$ cat src/rtl/mcpg_pkg.sv
`timescale 1ns / 1ps
`default_nettype none
package mcpg_pkg;

    localparam int IN_COORD_BITS      = 13;
    localparam int RADIUS_BITS        = 12;
    localparam int OUT_BITS           = 14;
    localparam int DEC_BITS           = 16;
    localparam int PT_BITS            = 5;
    localparam int COORD_BITS_DEFAULT = 13;
    localparam int BEATS              = 8;
    localparam int BEAT_IDX_BITS      = $clog2(BEATS);
    localparam int S_TDATA_BITS       = 40;
    localparam int M_TDATA_BITS       = 32;

    localparam logic CMD_START = 1'b0;
    localparam logic CMD_STEP  = 1'b1;

    localparam logic [PT_BITS-1:0] PT_RESET = PT_BITS'(1);

    typedef struct packed {
        logic load;
        logic done;
    } emit_ctrl_t;

    typedef struct packed {
        logic can_load;
        logic busy;
    } emit_stat_t;

endpackage
`default_nettype wire

$ cat src/rtl/mcpg_emitter.sv
`timescale 1ns / 1ps
`default_nettype none
module mcpg_emitter #(
    parameter int COORD_BITS = mcpg_pkg::COORD_BITS_DEFAULT
) (
    input  wire                                  aclk,
    input  wire                                  aresetn,
    input  mcpg_pkg::emit_ctrl_t                 ctrl,
    input  wire  signed [COORD_BITS-1:0]         cx_next,
    input  wire  signed [COORD_BITS-1:0]         cy_next,
    input  wire  signed [COORD_BITS-1:0]         a_next,
    input  wire  signed [COORD_BITS-1:0]         b_next,
    output mcpg_pkg::emit_stat_t                 stat,
    output logic                                 out_valid,
    input  wire                                  out_ready,
    output logic signed [mcpg_pkg::OUT_BITS-1:0] point_x,
    output logic signed [mcpg_pkg::OUT_BITS-1:0] point_y,
    output logic                                 out_last,
    output logic                                 out_done
);

    localparam int LW = (COORD_BITS + 1 > mcpg_pkg::OUT_BITS) ?
                        COORD_BITS + 1 : mcpg_pkg::OUT_BITS;
    localparam logic [mcpg_pkg::BEAT_IDX_BITS-1:0] LAST_IDX =
        mcpg_pkg::BEAT_IDX_BITS'(mcpg_pkg::BEATS - 1);

    logic signed [COORD_BITS-1:0] cx_reg, cy_reg, a_reg, b_reg;
    logic                         done_reg;
    logic                         busy_reg;
    logic [mcpg_pkg::BEAT_IDX_BITS-1:0] idx_reg;

    logic                 last_beat;
    logic                 beat_taken;
    logic signed [COORD_BITS-1:0] u, v;
    logic signed [LW-1:0] sum_x, sum_y;

    assign last_beat  = (idx_reg == LAST_IDX);
    assign beat_taken = busy_reg && out_ready;

    assign stat.busy     = busy_reg;
    assign stat.can_load = !busy_reg || (beat_taken && last_beat);

    // The low half mirrors (a, b), the high half swaps the roles of a and b.
    always_comb begin
        u = idx_reg[2] ? b_reg : a_reg;
        v = idx_reg[2] ? a_reg : b_reg;
        if (idx_reg[1]) begin
            sum_x = LW'(cx_reg) - LW'(u);
        end else begin
            sum_x = LW'(cx_reg) + LW'(u);
        end
        if (idx_reg[0]) begin
            sum_y = LW'(cy_reg) - LW'(v);
        end else begin
            sum_y = LW'(cy_reg) + LW'(v);
        end
    end

    assign out_valid = busy_reg;
    assign point_x   = $signed(sum_x[mcpg_pkg::OUT_BITS-1:0]);
    assign point_y   = $signed(sum_y[mcpg_pkg::OUT_BITS-1:0]);
    assign out_last  = last_beat;
    assign out_done  = done_reg;

    always_ff @(posedge aclk) begin
        if (!aresetn) begin
            busy_reg <= 1'b0;
            idx_reg  <= '0;
        end else if (ctrl.load) begin
            busy_reg <= 1'b1;
            idx_reg  <= '0;
        end else if (beat_taken) begin
            if (last_beat) begin
                busy_reg <= 1'b0;
            end
            idx_reg <= idx_reg + 1'b1;
        end
    end

    always_ff @(posedge aclk) begin
        if (ctrl.load) begin
            cx_reg   <= cx_next;
            cy_reg   <= cy_next;
            a_reg    <= a_next;
            b_reg    <= b_next;
            done_reg <= ctrl.done;
        end
    end

    a_load_starts_run: assert property (@(posedge aclk) disable iff (!aresetn)
        ctrl.load |=> busy_reg && idx_reg == '0)
        else $error("emitter did not start a run after load");

    a_stall_holds_index: assert property (@(posedge aclk) disable iff (!aresetn)
        (busy_reg && !out_ready && !ctrl.load) |=> $stable(idx_reg) && busy_reg)
        else $error("beat index moved during a stall");

    a_load_only_when_free: assert property (@(posedge aclk) disable iff (!aresetn)
        ctrl.load |-> stat.can_load)
        else $error("emitter loaded while a run was still pending");

endmodule
`default_nettype wire

$ cat src/rtl/midpoint_circle_point_generator_core.sv
`timescale 1ns / 1ps
`default_nettype none
// Channel  Dir  Handshake                 Payload
// s_       in   s_tvalid / s_tready       s_tdata, s_tuser (command)
// m_       out  m_tvalid / m_tready       m_tdata, m_tlast, m_tuser (done_res)
// cfg_     in   cfg_valid / cfg_ready     cfg_data (point_size)
//
// A start command, or a step while a circle is active, yields eight beats, one per cycle
// while m_tready stays high; the single result channel limits the sustained command rate.
// A step with no active circle leaves the input register as soon as a new run could start,
// and yields no beat.
// An input register takes the next command while the current run is still going out.
// Reset is synchronous on aresetn low; m_tready low holds the current beat.
module midpoint_circle_point_generator_core #(
    parameter int COORD_BITS = mcpg_pkg::COORD_BITS_DEFAULT
) (
    input  wire                                      aclk,
    input  wire                                      aresetn,
    input  wire                                      s_tvalid,
    output logic                                     s_tready,
    // [12:0] center_x, [25:13] center_y, [37:26] radius, [39:38] zero
    input  wire  [mcpg_pkg::S_TDATA_BITS-1:0]        s_tdata,
    // [0] command
    input  wire                                      s_tuser,
    output logic                                     m_tvalid,
    input  wire                                      m_tready,
    // [13:0] point_x, [27:14] point_y, [31:28] zero
    output logic [mcpg_pkg::M_TDATA_BITS-1:0]        m_tdata,
    output logic                                     m_tlast,
    // [0] done_res
    output logic                                     m_tuser,
    input  wire                                      cfg_valid,
    output logic                                     cfg_ready,
    input  wire  [mcpg_pkg::PT_BITS-1:0]             cfg_data
);

    localparam int DB = mcpg_pkg::DEC_BITS;

    logic [mcpg_pkg::PT_BITS-1:0] point_size_reg;

    logic                                       in_vld_reg;
    logic                                       in_cmd_reg;
    logic signed [mcpg_pkg::IN_COORD_BITS-1:0]  in_cx_reg, in_cy_reg;
    logic [mcpg_pkg::RADIUS_BITS-1:0]           in_r_reg;

    logic signed [COORD_BITS-1:0] centre_x_reg, centre_y_reg;
    logic signed [COORD_BITS-1:0] offset_x_reg, offset_y_reg;
    logic [DB-1:0]                decision_reg, straight_reg, diagonal_reg;
    logic                         active_reg;

    logic signed [COORD_BITS-1:0] centre_x_next, centre_y_next;
    logic signed [COORD_BITS-1:0] offset_x_next, offset_y_next;
    logic [DB-1:0]                decision_next, straight_next, diagonal_next;
    logic                         fin_next;

    logic [mcpg_pkg::PT_BITS-1:0] pt;
    logic [DB-1:0]                pt_d;
    logic [DB-1:0]                r_d;
    logic [COORD_BITS-1:0]        pt_c;
    logic                         is_start;
    logic                         move;
    logic                         emits;

    mcpg_pkg::emit_ctrl_t ctrl;
    mcpg_pkg::emit_stat_t stat;

    logic signed [mcpg_pkg::OUT_BITS-1:0] point_x, point_y;

    assign cfg_ready = 1'b1;

    assign pt   = (point_size_reg == '0) ? mcpg_pkg::PT_BITS'(1) : point_size_reg;
    assign pt_d = DB'(pt);
    assign r_d  = DB'(in_r_reg);
    assign pt_c = COORD_BITS'(pt);

    assign is_start = (in_cmd_reg == mcpg_pkg::CMD_START);
    assign move     = in_vld_reg && stat.can_load;
    assign emits    = is_start || active_reg;
    assign s_tready = !in_vld_reg || move;

    always_comb begin
        centre_x_next = centre_x_reg;
        centre_y_next = centre_y_reg;
        offset_x_next = offset_x_reg;
        offset_y_next = offset_y_reg;
        decision_next = decision_reg;
        straight_next = straight_reg;
        diagonal_next = diagonal_reg;
        if (is_start) begin
            centre_x_next = COORD_BITS'(in_cx_reg);
            centre_y_next = COORD_BITS'(in_cy_reg);
            offset_x_next = '0;
            offset_y_next = COORD_BITS'(in_r_reg);
            decision_next = pt_d - r_d;
            straight_next = pt_d * DB'(3);
            diagonal_next = pt_d * DB'(5) - {r_d[DB-2:0], 1'b0};
        end else begin
            if (decision_reg[DB-1]) begin
                decision_next = decision_reg + straight_reg;
                diagonal_next = diagonal_reg + {pt_d[DB-2:0], 1'b0};
            end else begin
                decision_next = decision_reg + diagonal_reg;
                diagonal_next = diagonal_reg + {pt_d[DB-3:0], 2'b00};
                offset_y_next = offset_y_reg - pt_c;
            end
            straight_next = straight_reg + {pt_d[DB-2:0], 1'b0};
            offset_x_next = offset_x_reg + pt_c;
        end
        fin_next = (offset_y_next <= offset_x_next);
    end

    assign ctrl.load = move && emits;
    assign ctrl.done = fin_next;

    always_ff @(posedge aclk) begin
        if (!aresetn) begin
            point_size_reg <= mcpg_pkg::PT_RESET;
            in_vld_reg     <= 1'b0;
            centre_x_reg   <= '0;
            centre_y_reg   <= '0;
            offset_x_reg   <= '0;
            offset_y_reg   <= '0;
            decision_reg   <= '0;
            straight_reg   <= '0;
            diagonal_reg   <= '0;
            active_reg     <= 1'b0;
        end else begin
            if (cfg_valid && cfg_ready) begin
                point_size_reg <= cfg_data;
            end
            if (s_tvalid && s_tready) begin
                in_vld_reg <= 1'b1;
            end else if (move) begin
                in_vld_reg <= 1'b0;
            end
            if (move && emits) begin
                centre_x_reg <= centre_x_next;
                centre_y_reg <= centre_y_next;
                offset_x_reg <= offset_x_next;
                offset_y_reg <= offset_y_next;
                decision_reg <= decision_next;
                straight_reg <= straight_next;
                diagonal_reg <= diagonal_next;
                active_reg   <= !fin_next;
            end
        end
    end

    always_ff @(posedge aclk) begin
        if (s_tvalid && s_tready) begin
            in_cmd_reg <= s_tuser;
            in_cx_reg  <= $signed(s_tdata[12:0]);
            in_cy_reg  <= $signed(s_tdata[25:13]);
            in_r_reg   <= s_tdata[37:26];
        end
    end

    mcpg_emitter #(
        .COORD_BITS (COORD_BITS)
    ) u_emitter (
        .aclk      (aclk),
        .aresetn   (aresetn),
        .ctrl      (ctrl),
        .cx_next   (centre_x_next),
        .cy_next   (centre_y_next),
        .a_next    (offset_x_next),
        .b_next    (offset_y_next),
        .stat      (stat),
        .out_valid (m_tvalid),
        .out_ready (m_tready),
        .point_x   (point_x),
        .point_y   (point_y),
        .out_last  (m_tlast),
        .out_done  (m_tuser)
    );

    assign m_tdata = {{(mcpg_pkg::M_TDATA_BITS - 2 * mcpg_pkg::OUT_BITS){1'b0}},
                      point_y, point_x};

    a_start_clears_x: assert property (@(posedge aclk) disable iff (!aresetn)
        (move && is_start) |=> offset_x_reg == '0)
        else $error("start command left a nonzero x offset");

    a_idle_step_no_change: assert property (@(posedge aclk) disable iff (!aresetn)
        (move && !is_start && !active_reg) |=>
            $stable(offset_x_reg) && $stable(offset_y_reg) && $stable(decision_reg))
        else $error("step without an active circle changed the state");

    a_active_means_open: assert property (@(posedge aclk) disable iff (!aresetn)
        active_reg |-> offset_y_reg > offset_x_reg)
        else $error("circle marked active although the octant is finished");

    a_emit_loads_busy: assert property (@(posedge aclk) disable iff (!aresetn)
        (move && emits) |=> m_tvalid)
        else $error("emitting command produced no beat");

endmodule
`default_nettype wire

$ cat config.mk
export PLATFORM = sky130hd
export DESIGN_NAME = midpoint_circle_point_generator_core
export DESIGN_NICKNAME = d
export VERILOG_FILES = /design/src/rtl/mcpg_pkg.sv /design/src/rtl/mcpg_emitter.sv /design/src/rtl/midpoint_circle_point_generator_core.sv
export SDC_FILE = /design/constraint.sdc
export NUM_CORES = 1
export LEC_CHECK = 0
export BUFFER_PORTS_ARGS = -buffer_cell sky130_fd_sc_hd__buf_4
export CORE_AREA = 2 2 178 180
export CTS_CLUSTER_SIZE = 40
export DETAILED_ROUTE_END_ITERATION = 6
export DIE_AREA = 0 0 180 182
export GPL_TIMING_DRIVEN = 0
export HOLD_SLACK_MARGIN = 0.12
export PLACE_DENSITY = 0.7
export SLEW_MARGIN = 20
export SYNTH_ARGS = -nofsm -noshare
export SYNTH_HDL_FRONTEND = slang
export SYNTH_HIERARCHICAL = 1
export SYNTH_SLANG_ARGS = --single-unit
$ cat constraint.sdc
create_clock -name aclk -period 4.15 [get_ports aclk]
set_input_delay 0.83 -clock aclk [delete_from_list [all_inputs] [get_ports aclk]]
set_output_delay 0.83 -clock aclk [all_outputs]
set_load 0.1 [all_outputs]
**Word level (Yosys, flattened, before mapping)**

Cells that the tools add are included.

- Add/subtract/negate cells: 14
- Reductions and logical operators: 17
- Mux-type cells: 20
- Bitwise gates (word level): 2
- $lt $le $gt $ge: 1
- $mul: 2
- Eq/ne operators: 1

Operator list:

| kind | count |
|---|---|
| $mux W13 | 7 |
| $mux W16 | 5 |
| $add A16 B16 Y16 | 2 |
| $add A16 B6 Y16 | 2 |
| $add A13 B13 Y14 | 2 |
| $mux W14 | 2 |
| $sub A13 B13 Y14 | 2 |
| $add A16 B7 Y16 | 1 |
| $sub A8 B13 Y14 | 1 |
| $add A13 B5 Y13 | 1 |
| $le A13 B13 Y1 | 1 |
| $sub A13 B5 Y13 | 1 |
| $sub A5 B12 Y13 | 1 |
| $mul A5 B3 Y8 const B | 1 |
| $mul A5 B2 Y7 const B | 1 |
| $reduce_bool A2 Y1 | 3 |
| $logic_and A1 B1 Y1 | 5 |
| $logic_not A5 Y1 | 1 |
| $mux W1 | 5 |
| $mux W5 | 1 |
| $add A3 B1 Y3 const B | 1 |
| $eq A3 B3 Y1 const B | 1 |
| $logic_not A1 Y1 | 3 |
| $logic_or A1 B1 Y1 | 3 |
| other kinds (3) | 4 |

- Bits in registers: 203
- Input port bits: 51
- Output and inout port bits: 37

**Logic depth before layout (Yosys ltp)**

Gate-level depths: netlist of the first run.

- Depth after elaboration: 7
- Mapped depth: 21

**Hierarchy**

Netlist of the first run, hierarchy kept.

By module, submodules not included:

| module | cells an instance | seq. area each (µm²) | area an instance (µm²) | instances |
|---|---|---|---|---|
| midpoint_circle_point_generator_core | 1123 | 3293.2 | 9715.6 | 1 |
| mcpg_emitter | 369 | 1671.6 | 3977.6 | 1 |

**Worst setup path after synthesis of the first run**

No wires, ideal clock.

- Kind: register -> output
- Start: register u_emitter/idx_reg[2] (netlist name)
- End: output m_tdata[13] (netlist name)
- Buffers on the path: 4
- Cell stages (with the launch flop): 17
- Data required time: 3.320 ns
- Arrival time: 4.750 ns
- Setup slack: -1.430 ns
- Cell sequence: dfxtp_1 buf_6 buf_2 buf_4 buf_2 mux2i_1 ha_1 and3_1 a21oi_1 xor2_1 ha_1 a21o_1 a21oi_1 nand2_1 a2111oi_0 a211oi_1 xnor2_1

- Longest elaborated chain between the ends: 3
- Elaborated cells on any way between the ends: 4

Ends and longest elaborated chain:

| item | RTL line | RTL |
|---|---|---|
| start, declared | mcpg_emitter.sv:30 | `logic [mcpg_pkg::BEAT_IDX_BITS-1:0] idx_reg;` |
| start signal, assigned | mcpg_emitter.sv:76 | `idx_reg <= idx_reg + 1'b1;` |
| $mux W13 (*) | mcpg_emitter.sv:45 | `u = idx_reg[2] ? b_reg : a_reg;` |
| $add A13 B13 Y14 or $sub A13 B13 Y14 (tied branches) | mcpg_emitter.sv:50, mcpg_emitter.sv:48 |  |
| $mux W14 (*) | mcpg_emitter.sv:47 | `if (idx_reg[1]) begin` |
| end, declared | midpoint_circle_point_generator_core.sv:28 | `output logic [mcpg_pkg::M_TDATA_BITS-1:0] m_tdata,` |

Mark *: on every way between the ends. The rest lies on a longest branch, timed or not.

**Worst setup path after layout of the first run**

- Start: register u_emitter/idx_reg[2] (netlist name)
- End: output m_tdata[26] (netlist name)

- Longest elaborated chain between the ends: 3
- Elaborated cells on any way between the ends: 4

Ends and longest elaborated chain:

| item | RTL line | RTL |
|---|---|---|
| $mux W13 (*) | mcpg_emitter.sv:46 | `v = idx_reg[2] ? a_reg : b_reg;` |
| $add A13 B13 Y14 or $sub A13 B13 Y14 (tied branches) | mcpg_emitter.sv:55, mcpg_emitter.sv:53 |  |
| $mux W14 (*) | mcpg_emitter.sv:52 | `if (idx_reg[0]) begin` |

Marked as above.

==> metrics.cfg, run 1 <==
[clock_network]
clk_pin_slew_ns=0.06
cts_made_buffers=24
cts_hold_buf=0
clk_path_buf_depth=3
clock_sinks=202
h-tree-depth=1
cts_tree=yes
worstSkewPairLatency_ns=0.52
cts_root_buf=clkbuf_16

[floorplanning]
die_w_um=180
start_util_pct=44.2
dieArea_um2=32800
ioPinCount=88
rows=65
design.core.area_um2=31000
die_y_um=182

[hold_path]
hold_path.class=flip-flop to flip-flop

[critical_path]
path_delay_family=compound AO/OA/AOI/OAI gates
max_stage_delay_ns=0.40
crit_path_cell_trace=buf_8 -> buf_8 -> buf_12 -> buf_12 -> mux2i_2 -> ha_2 -> o21a_1 -> nor2_1 -> xor2_1 -> ha_1 -> a21o_1 -> a221oi_4 -> a21oi_4 -> a311o_1 -> a21oi_4 -> xnor2_4 -> buf_12
crit_type=flip-flop to primary output
crit_arrival_ns=4.05
cp-start-kind=flip-flop
cp_data_required_time_ns=3.32
crit_path_end_kind=primary output
cp_slowest_cell=a311o_1
cp_max_fo=4
cp_num_buf_inv=5
critPathMostFrequentCell=buf_12

[pwr]
p_int_uw=4310
seqPwrFrac_pct=34.5
p_clk_share_pct=32.7
power_per_cell_area_nw_per_um2=369
power_switching_uw=2280
combinationalPowerShare_pct=32.8
switching_share_pct=34.6
power.static_leakage_uw=0.00704
peakVddDrop_mv=0.234

[place]
gp_congestion=0.953
port_buffers=79
placedCellCount=1977
dp_hpwl_um=29600

[timing]
finalSetupViolCount=18
hold_viol_final=0
final.setup.worst_slack_ns=-0.730
tightest_slew_ns=0.957
finClkSkew_ns=0.0179
relSlewSlack_pct=36.2
max_freq_mhz=205
grt_setup_unrepaired=yes
min_period_ns=4.88
final.period_utilization_pct=118
slew_violations=0

[flow_run]
cap_violations=0

[grt]
grt_util_all_layers_pct=24.4
grt-ovfl-total=0
antenna_found_initial=1
grt_pass1_wl_um=63900
grt_max_degree=47
grt_pass1_vias=11700

[routing]
firstDrtPassIters=5
drc=0
antenna_left=0
vias_per_cell=5.66
drtIter0Drc=917
vias=11800
finalWirelength_um=41200
routedWlPerCell_um=19.7

[yosys]
synth_cells=1491
synth.avg_cell_area_um2=9.18
synth_warnings=6
synth_area_um2=13700

[layout]
fin_util_pct=57.6
fin_nets=1842
instances_no_fill=2093
layout-drive-gt1-share_pct=25.5
area.growth.synth_to_final_pct=30.4
final_common_cell=nand2_1
layout_common_cells=nand2_1, buf_4, dfxtp_1

[status]
status=finished with violations
violations=negative setup slack

layer usage:
layer / routed length, µm / track usage (%) / part of all wire [%] / up-vias
li1: - / - / - / 5711
met1: 16900 / 29.6 / 41 / 5655
met2: 20500 / 43.5 / 50 / 387
met3: 2250 / 3.19 / 5.5 / 90
met4: 1550 / 10.7 / 3.8 / 0
met5: 0 / 0 / 0 / -
path summary, 6_finish.rpt:
check	depth (start not counted)	to	from	slack, ns
worst max-delay path	17	m_tdata[26]	u_emitter/idx_reg[2]	-0.73
worst min-delay path	2	centre_y_reg[12]	centre_y_reg[12]	0.46
worst max register to register	17	diagonal_reg[12]	point_size_reg[2]	0.12
worst min register to register	2	centre_y_reg[12]	centre_y_reg[12]	0.46
per-stage QoR:
stage               hold WS [ns]  power [µW]  setup slack (ns)  cell area [µm²]  setup TNS [ns]
floorplan                  0.440        3690            -0.372            14100           -1.71
global placement           0.446        4080             -1.07            15200          -51.65
detailed placement         0.453        4110            -0.992            15300          -12.85
CTS                        0.462        6490            -0.715            17000           -7.13
global route               0.463        6850            -0.886            17800          -10.83
finish                     0.459        6590            -0.730            17800           -7.95
tightest hold or removal path, stage by stage, from the launching register on:
cell,delay [ns]
dfxtp_1,0.30
nand2_1,0.04
a21boi_0,0.06
power by group through the flow:
stage          combinational (µW)  clock (µW)  sequential [µW]
6_report                     2160        2160             2270
5_1_grt                      2300        2270             2280
3_5_place_dp                 1800           0             2310
3_3_place_gp                 1770           0             2310
4_1_cts                      2030        2190             2270
2_1_floorplan                1410           0             2290
area by class of cell:
type	instances	area, µm²
Tap cell	402	503
Clock inverter	16	186
Timing Repair Buffer	153	1460
Antenna cell	2	5.00
Buffer	70	382
Fill cell	2562	13100
Inverter	77	302
Sequential cell	202	4980
Clock buffer	28	626
Multi-Input combinational cell	1143	9390
repair_timing:
item / in CTS / in global routing
hold endpoints to repair: 0 / 0
setup endpoints to repair: 33 / 32
pin swaps: 31 / 68
setup buffers: 40 / 33
gates resized for setup: 146 / 107
No activity file was read; power rests on OpenSTA's default activity.
==> inputs of run 2 (changes only) <==
--- a/config.mk
+++ b/config.mk
@@ -12,7 +12,7 @@
 export DIE_AREA = 0 0 180 182
 export GPL_TIMING_DRIVEN = 0
 export HOLD_SLACK_MARGIN = 0.12
-export PLACE_DENSITY = 0.7
+export PLACE_DENSITY_LB_ADDON = 0.12
 export SLEW_MARGIN = 20
 export SYNTH_ARGS = -nofsm -noshare
 export SYNTH_HDL_FRONTEND = slang
==> metrics.cfg, run 2 (synthesis gave the netlist of run 1 again) <==
[timing]
max_freq_mhz=205  ; about the same
tns_ns=-8.37  ; was -7.95 ns
final.period_utilization_pct=117  ; was 118%
relSlewSlack_pct=37.6  ; was 36.2%
finalSetupViolCount=19  ; was 18
final.setup.worst_slack_ns=-0.724  ; was -0.730 ns
tightest_slew_ns=0.935  ; was 0.957 ns
slew_violations=0  ; unchanged
hold_viol_final=0  ; unchanged
finClkSkew_ns=0.0176  ; was 0.0179 ns
min_period_ns=4.87  ; was 4.88 ns
grt_setup_unrepaired=yes  ; unchanged

[routing]
finalWirelength_um=41800  ; was 41,200 µm
drc=0  ; unchanged
drtIter0Drc=838  ; was 917
routedWlPerCell_um=20.1  ; was 19.7 µm
firstDrtPassIters=5  ; unchanged
antenna_left=0  ; unchanged
vias_per_cell=5.63  ; was 5.66
vias=11700  ; was 11,800

[place]
port_buffers=79  ; unchanged
placedCellCount=1977  ; unchanged
dp_hpwl_um=30300  ; was 29,600 µm
place_ws_ns=-1.12  ; was -0.992 ns
gp_congestion=0.888  ; was 0.953

[clock_network]
clock_sinks=202  ; unchanged
clk_path_buf_depth=3  ; unchanged
clk_pin_slew_ns=0.06  ; about the same
cts_made_buffers=24  ; unchanged
cts_root_buf=clkbuf_16  ; unchanged
cts_tree=yes  ; unchanged
h-tree-depth=1  ; unchanged
cts_hold_buf=0  ; unchanged
worstSkewPairLatency_ns=0.52  ; about the same

[floorplanning]
die_y_um=182  ; unchanged
ioPinCount=88  ; unchanged
start_util_pct=44.2  ; unchanged
design.core.area_um2=31000  ; unchanged
rows=65  ; unchanged
dieArea_um2=32800  ; unchanged
die_w_um=180  ; unchanged

[hold_path]
holdPathStages=2  ; unchanged
hold_path.class=flip-flop to flip-flop  ; unchanged
min_to=centre_y_reg[8]  ; was centre_y_reg[12]
min_from=centre_y_reg[8]  ; was centre_y_reg[12]

[status]
violations=negative setup slack  ; unchanged
status=finished with violations  ; unchanged

[critical_path]
cp_data_required_time_ns=3.32  ; about the same
reg2reg_depth=20  ; was 17
reg2reg_to=active_reg  ; was diagonal_reg[12]
crit_type=flip-flop to primary output  ; unchanged
crit_arrival_ns=4.04  ; was 4.05 ns
rrSetupSlack_ns=0.11  ; was 0.12 ns
crit_path_end_kind=primary output  ; unchanged
cp_max_fo=3  ; was 4
cp-start-kind=flip-flop  ; unchanged
rr_startpoint=point_size_reg[2]  ; unchanged

[layout]
layout-drive-gt1-share_pct=25.2  ; was 25.5%
area.growth.synth_to_final_pct=29.8  ; was 30.4%
layout_common_cells=nand2_1, buf_4, dfxtp_1  ; unchanged
fin_nets=1833  ; was 1,842
final_common_cell=nand2_1  ; unchanged
instances_no_fill=2084  ; was 2,093

[pwr]
power.static_leakage_uw=0.00695  ; was 0.00704 µW
peakVddDrop_mv=0.245  ; was 0.234 mV
power_per_cell_area_nw_per_um2=366  ; was 369 nW/µm²

[grt]
grt_pass1_vias=11800  ; was 11,700
grt_util_all_layers_pct=24.9  ; was 24.4%
grt-ovfl-total=0  ; unchanged
grt_pass1_wl_um=64100  ; was 63,900 µm
grt_max_degree=52  ; was 47
antenna_found_initial=1  ; unchanged

[flow_run]
cap_violations=0  ; unchanged

-- run 2: cell types whose count changed in the layout (fill, tap and decap cells not counted), sizes merged --
cell | before | now
buf | 181 | 172
bufinv | 3 | 1
clkinvlp | 5 | 7
clkbuf | 70 | 71
inv | 74 | 73
-- run 2: power breakdown --
group	internal (µW)	total (µW)	switching [µW]
Clock	1180	2050	865
Sequential	2180	2270	86.7
Combinational	864	2190	1330
-- run 2: how the worst max path moves through the flow --
| stage | from | to | slack (ns) | cells past startpoint |
|---|---|---|---|---|
| 2_1_floorplan | u_emitter/idx_reg[2] | m_tdata[26] | -0.37 | 16 |
| 3_5_place_dp | u_emitter/idx_reg[2] | m_tdata[13] | -1.12 | 16 |
| 3_3_place_gp | u_emitter/idx_reg[2] | m_tdata[13] | -1.16 | 17 |
| 6_report | u_emitter/idx_reg[2] | m_tdata[27] | -0.72 | 20 |
| 4_1_cts | u_emitter/idx_reg[2] | m_tdata[26] | -0.75 | 17 |
| 5_1_grt | u_emitter/idx_reg[2] | m_tdata[26] | -0.86 | 18 |
-- run 2: critical path, stage by stage (launching register included) --
cell     delay, ns
dfxtp_4       0.36
buf_8         0.12
buf_8         0.11
buf_12        0.12
buf_12        0.12
mux2i_4       0.18
ha_2          0.20
o21a_1        0.11
buf_4         0.13
o21ai_2       0.08
nor3_2        0.08
buf_4         0.14
buf_4         0.12
buf_4         0.12
a21oi_1       0.15
xor2_1        0.18
ha_2          0.35
a21o_1        0.24
a41oi_4       0.25
xnor2_4       0.16
buf_12        0.19
-- run 2: layout make-up --
type / instances / area, µm²
repair buffers: 144 / 1420
diodes: 2 / 5.00
plain buffers: 70 / 380
inverters: 77 / 297
clock buffers: 29 / 651
flip-flops and latches: 202 / 4980
multi-input cells: 1143 / 9420
fillers: 2694 / 13200
clock inverters: 15 / 114
well taps: 402 / 503
-- run 2: per-layer routing --
layer | global-route usage (%) | wire length [µm] | share of wire, % | vias up
met3 | 4.15 | 2060 | 4.9 | 92
met4 | 10.8 | 1780 | 4.3 | 0
met1 | 29.6 | 17200 | 41 | 5666
met2 | 44.2 | 20800 | 50 | 286
li1 | - | - | - | 5696
met5 | 0 | 0 | 0 | -
-- run 2: what timing repair did --
item,CTS,global route
gates cloned,0,0
gates resized for setup,174,81
endpoints found under the setup margin,36,34
pin swaps,46,52
setup buffers,45,20
-- run 2: per-stage QoR --
stage / power, µW / hold WS [ns] / instance area (µm²) / util [%]
after floorplan: 3690 / 0.440 / 14100 / -
after global placement: 4090 / 0.447 / 15200 / 49.1
after detailed placement: 4110 / 0.455 / 15300 / 49.3
after CTS: 6410 / 0.464 / 17200 / 55.5
after global routing: 6770 / 0.468 / 17800 / 57.3
final: 6510 / 0.462 / 17800 / 57.3
==> inputs of run 3 (changes only) <==
--- a/config.mk
+++ b/config.mk
@@ -13,6 +13,7 @@
 export GPL_TIMING_DRIVEN = 0
 export HOLD_SLACK_MARGIN = 0.12
 export PLACE_DENSITY_LB_ADDON = 0.12
+export SETUP_SLACK_MARGIN = 0.3
 export SLEW_MARGIN = 20
 export SYNTH_ARGS = -nofsm -noshare
 export SYNTH_HDL_FRONTEND = slang
==> metrics.cfg, run 3 (synthesis gave the netlist of run 1 again) <==
[status]
status=finished with violations  ; unchanged
violations=negative setup slack  ; unchanged

[clock_network]
h-tree-depth=1  ; unchanged
clk_path_buf_depth=3  ; unchanged
clock_sinks=202  ; unchanged
cts_root_buf=clkbuf_16  ; unchanged
cts_made_buffers=23  ; was 24
cts_tree=yes  ; unchanged
worstSkewPairLatency_ns=0.53  ; was 0.52 ns
cts_hold_buf=0  ; unchanged
clk_pin_slew_ns=0.06  ; about the same

[critical_path]
crit_path_cell_trace=buf_12 -> buf_12 -> buf_12 -> buf_12 -> buf_12 -> mux2i_4 -> ha_4 -> buf_6 -> and3_4 -> a21oi_2 -> xor2_1 -> ha_1 -> a21o_1 -> a21oi_2 -> nand2_2 -> a2111oi_4 -> a211oi_4 -> xnor2_4 -> buf_12  ; was buf_8 -> buf_8 -> buf_12 -> buf_12 -> mux2i_4 -> ha_2 -> o21a_1 -> buf_4 -> o21ai_2 -> nor3_2 -> buf_4 -> buf_4 -> buf_4 -> a21oi_1 -> xor2_1 -> ha_2 -> a21o_1 -> a41oi_4 -> xnor2_4 -> buf_12
reg2reg_to=u_emitter/out_done  ; was active_reg
crit_path_end_kind=primary output  ; unchanged
cp_num_buf_inv=7  ; was 9
cp_slowest_cell=a2111oi_4  ; was dfxtp_4
crit_type=flip-flop to primary output  ; unchanged
cp_data_required_time_ns=3.32  ; about the same
crit_arrival_ns=4.14  ; was 4.04 ns
cp-start-kind=flip-flop  ; unchanged
rrSetupSlack_ns=0.05  ; was 0.11 ns
reg2reg_depth=21  ; was 20
cp_max_fo=3  ; unchanged
critPathMostFrequentCell=buf_12  ; was buf_4
max_stage_delay_ns=0.38  ; was 0.36 ns
path_delay_family=compound AO/OA/AOI/OAI gates  ; was buffers and inverters
rr_startpoint=point_size_reg[3]  ; was point_size_reg[2]

[routing]
vias=12000  ; was 11,700
drtIter0Drc=838  ; unchanged
routedWlPerCell_um=19.9  ; was 20.1 µm
drc=0  ; unchanged
firstDrtPassIters=5  ; unchanged
vias_per_cell=5.64  ; was 5.63
antenna_left=0  ; unchanged
finalWirelength_um=42400  ; was 41,800 µm

[timing]
max_freq_mhz=201  ; was 205 MHz
finClkSkew_ns=0.0110  ; was 0.0176 ns
tns_ns=-9.04  ; was -8.37 ns
finalSetupViolCount=18  ; was 19
slew_violations=0  ; unchanged
grt_setup_unrepaired=yes  ; unchanged
hold_ws_ns=0.458  ; was 0.462 ns
relSlewSlack_pct=41.1  ; was 37.6%
hold_viol_final=0  ; unchanged
min_period_ns=4.97  ; was 4.87 ns
final.period_utilization_pct=120  ; was 117%
tightest_slew_ns=0.884  ; was 0.935 ns
final.setup.worst_slack_ns=-0.823  ; was -0.724 ns

[pwr]
power_per_cell_area_nw_per_um2=363  ; was 366 nW/µm²
peakVddDrop_mv=0.345  ; was 0.245 mV
power.static_leakage_uw=0.00729  ; was 0.00695 µW
total_power_uw=6690  ; was 6510 µW

[layout]
layout-drive-gt1-share_pct=28.9  ; was 25.2%
final_common_cell=nand2_1  ; unchanged
postLayoutCellArea_um2=18400  ; was 17,800 µm²
fin_nets=1879  ; was 1,833
antennaDiodeCount=0  ; was 2
area.growth.synth_to_final_pct=34.6  ; was 29.8%
layout_common_cells=nand2_1, buf_4, dfxtp_1  ; unchanged

[floorplanning]
rows=65  ; unchanged
die_y_um=182  ; unchanged
die_w_um=180  ; unchanged
dieArea_um2=32800  ; unchanged
design.core.area_um2=31000  ; unchanged
start_util_pct=44.2  ; unchanged
ioPinCount=88  ; unchanged

[place]
gp_congestion=0.893  ; was 0.888
dp_hpwl_um=30100  ; was 30,300 µm
port_buffers=79  ; unchanged
placedInstanceArea_um2=15300  ; about the same

[grt]
grtUsageMet2_pct=46.3  ; was 44.2%
grtUsageMet3_pct=2.13  ; was 4.15%
use_met1_pct=31.1  ; was 29.6%
grt_pass1_wl_um=65700  ; was 64,100 µm
grt_pass1_vias=11900  ; was 11,800
busiest_layer=met2  ; unchanged
grt_util_all_layers_pct=25.4  ; was 24.9%
grt-ovfl-total=0  ; unchanged
grt_max_degree=49  ; was 52
antenna_found_initial=0  ; was 1

[hold_path]
min_from=centre_x_reg[8]  ; was centre_y_reg[8]
holdPathStages=2  ; unchanged
hold_path.class=flip-flop to flip-flop  ; unchanged
min_to=centre_x_reg[8]  ; was centre_y_reg[8]

[flow_run]
cap_violations=0  ; unchanged

==> run 3: cell types whose count changed in the layout (fill, tap and decap cells not counted), sizes merged <==
| cell | change |
|---|---|
| inv | +1 |
| diode | -2 |
| clkinvlp | -3 |
| clkbuf | +1 |
| bufinv | +2 |
| buf | +46 |
| clkinv | -2 |
==> run 3: worst max-delay path by stage <==
stage	from	endpoint	depth (start not counted)
floorplan	u_emitter/idx_reg[2]	m_tdata[26]	16
global placement	u_emitter/idx_reg[2]	m_tdata[10]	16
detailed placement	u_emitter/idx_reg[2]	m_tdata[10]	16
CTS	u_emitter/idx_reg[2]	m_tdata[13]	19
global route	u_emitter/idx_reg[2]	m_tdata[13]	19
finish	u_emitter/idx_reg[2]	m_tdata[13]	19
==> run 3: metal layers <==
| layer | part of all wire (%) | vias to the layer above | wire [µm] |
|---|---|---|---|
| li1 | - | 5791 | - |
| met1 | 41 | 5797 | 17500 |
| met2 | 51 | 306 | 21500 |
| met3 | 4.1 | 92 | 1720 |
| met4 | 3.9 | 0 | 1670 |
| met5 | 0 | - | 0 |
==> run 3: area by class of cell <==
type	count	area (µm²)
fill	2626	12600
multi-input combinational	1143	9620
sequential	202	4980
timing repair buffer	189	1830
clock buffer	29	628
tap	402	503
buffer	72	420
inverter	77	302
clock inverter	13	145
==> run 3: timing repair <==
| item | 4_1_cts | 5_1_grt |
|---|---|---|
| setup endpoints to repair | 42 | 36 |
| pin swaps | 89 | 59 |
| buffers inserted | 84 | 24 |
| resized for setup | 231 | 74 |
==> run 3: stage by stage <==
step           cells  utilization (%)  worst slack [ns]
2_1_floorplan   1494                -            -0.260
3_3_place_gp    1975             49.3             -1.00
3_5_place_dp    1977             49.4            -0.981
4_1_cts         2103             57.7            -0.709
5_1_grt         2127             59.5            -0.917
6_report        2127             59.5            -0.823
==> run 3: tightest hold or removal path, stage by stage (launching register included) <==
cell,delay [ns]
dfxtp_1,0.30
nand2_1,0.04
a21boi_0,0.06
==> run 3: report_power, final <==
part           switching (µW)  total [µW]  internal, µW  leakage (µW)
Combinational            1370        2300           935       0.00515
Sequential               84.6        2270          2180       0.00177
Clock                     858        2120          1260      0.000376
Total                    2310        6690          4380       0.00729
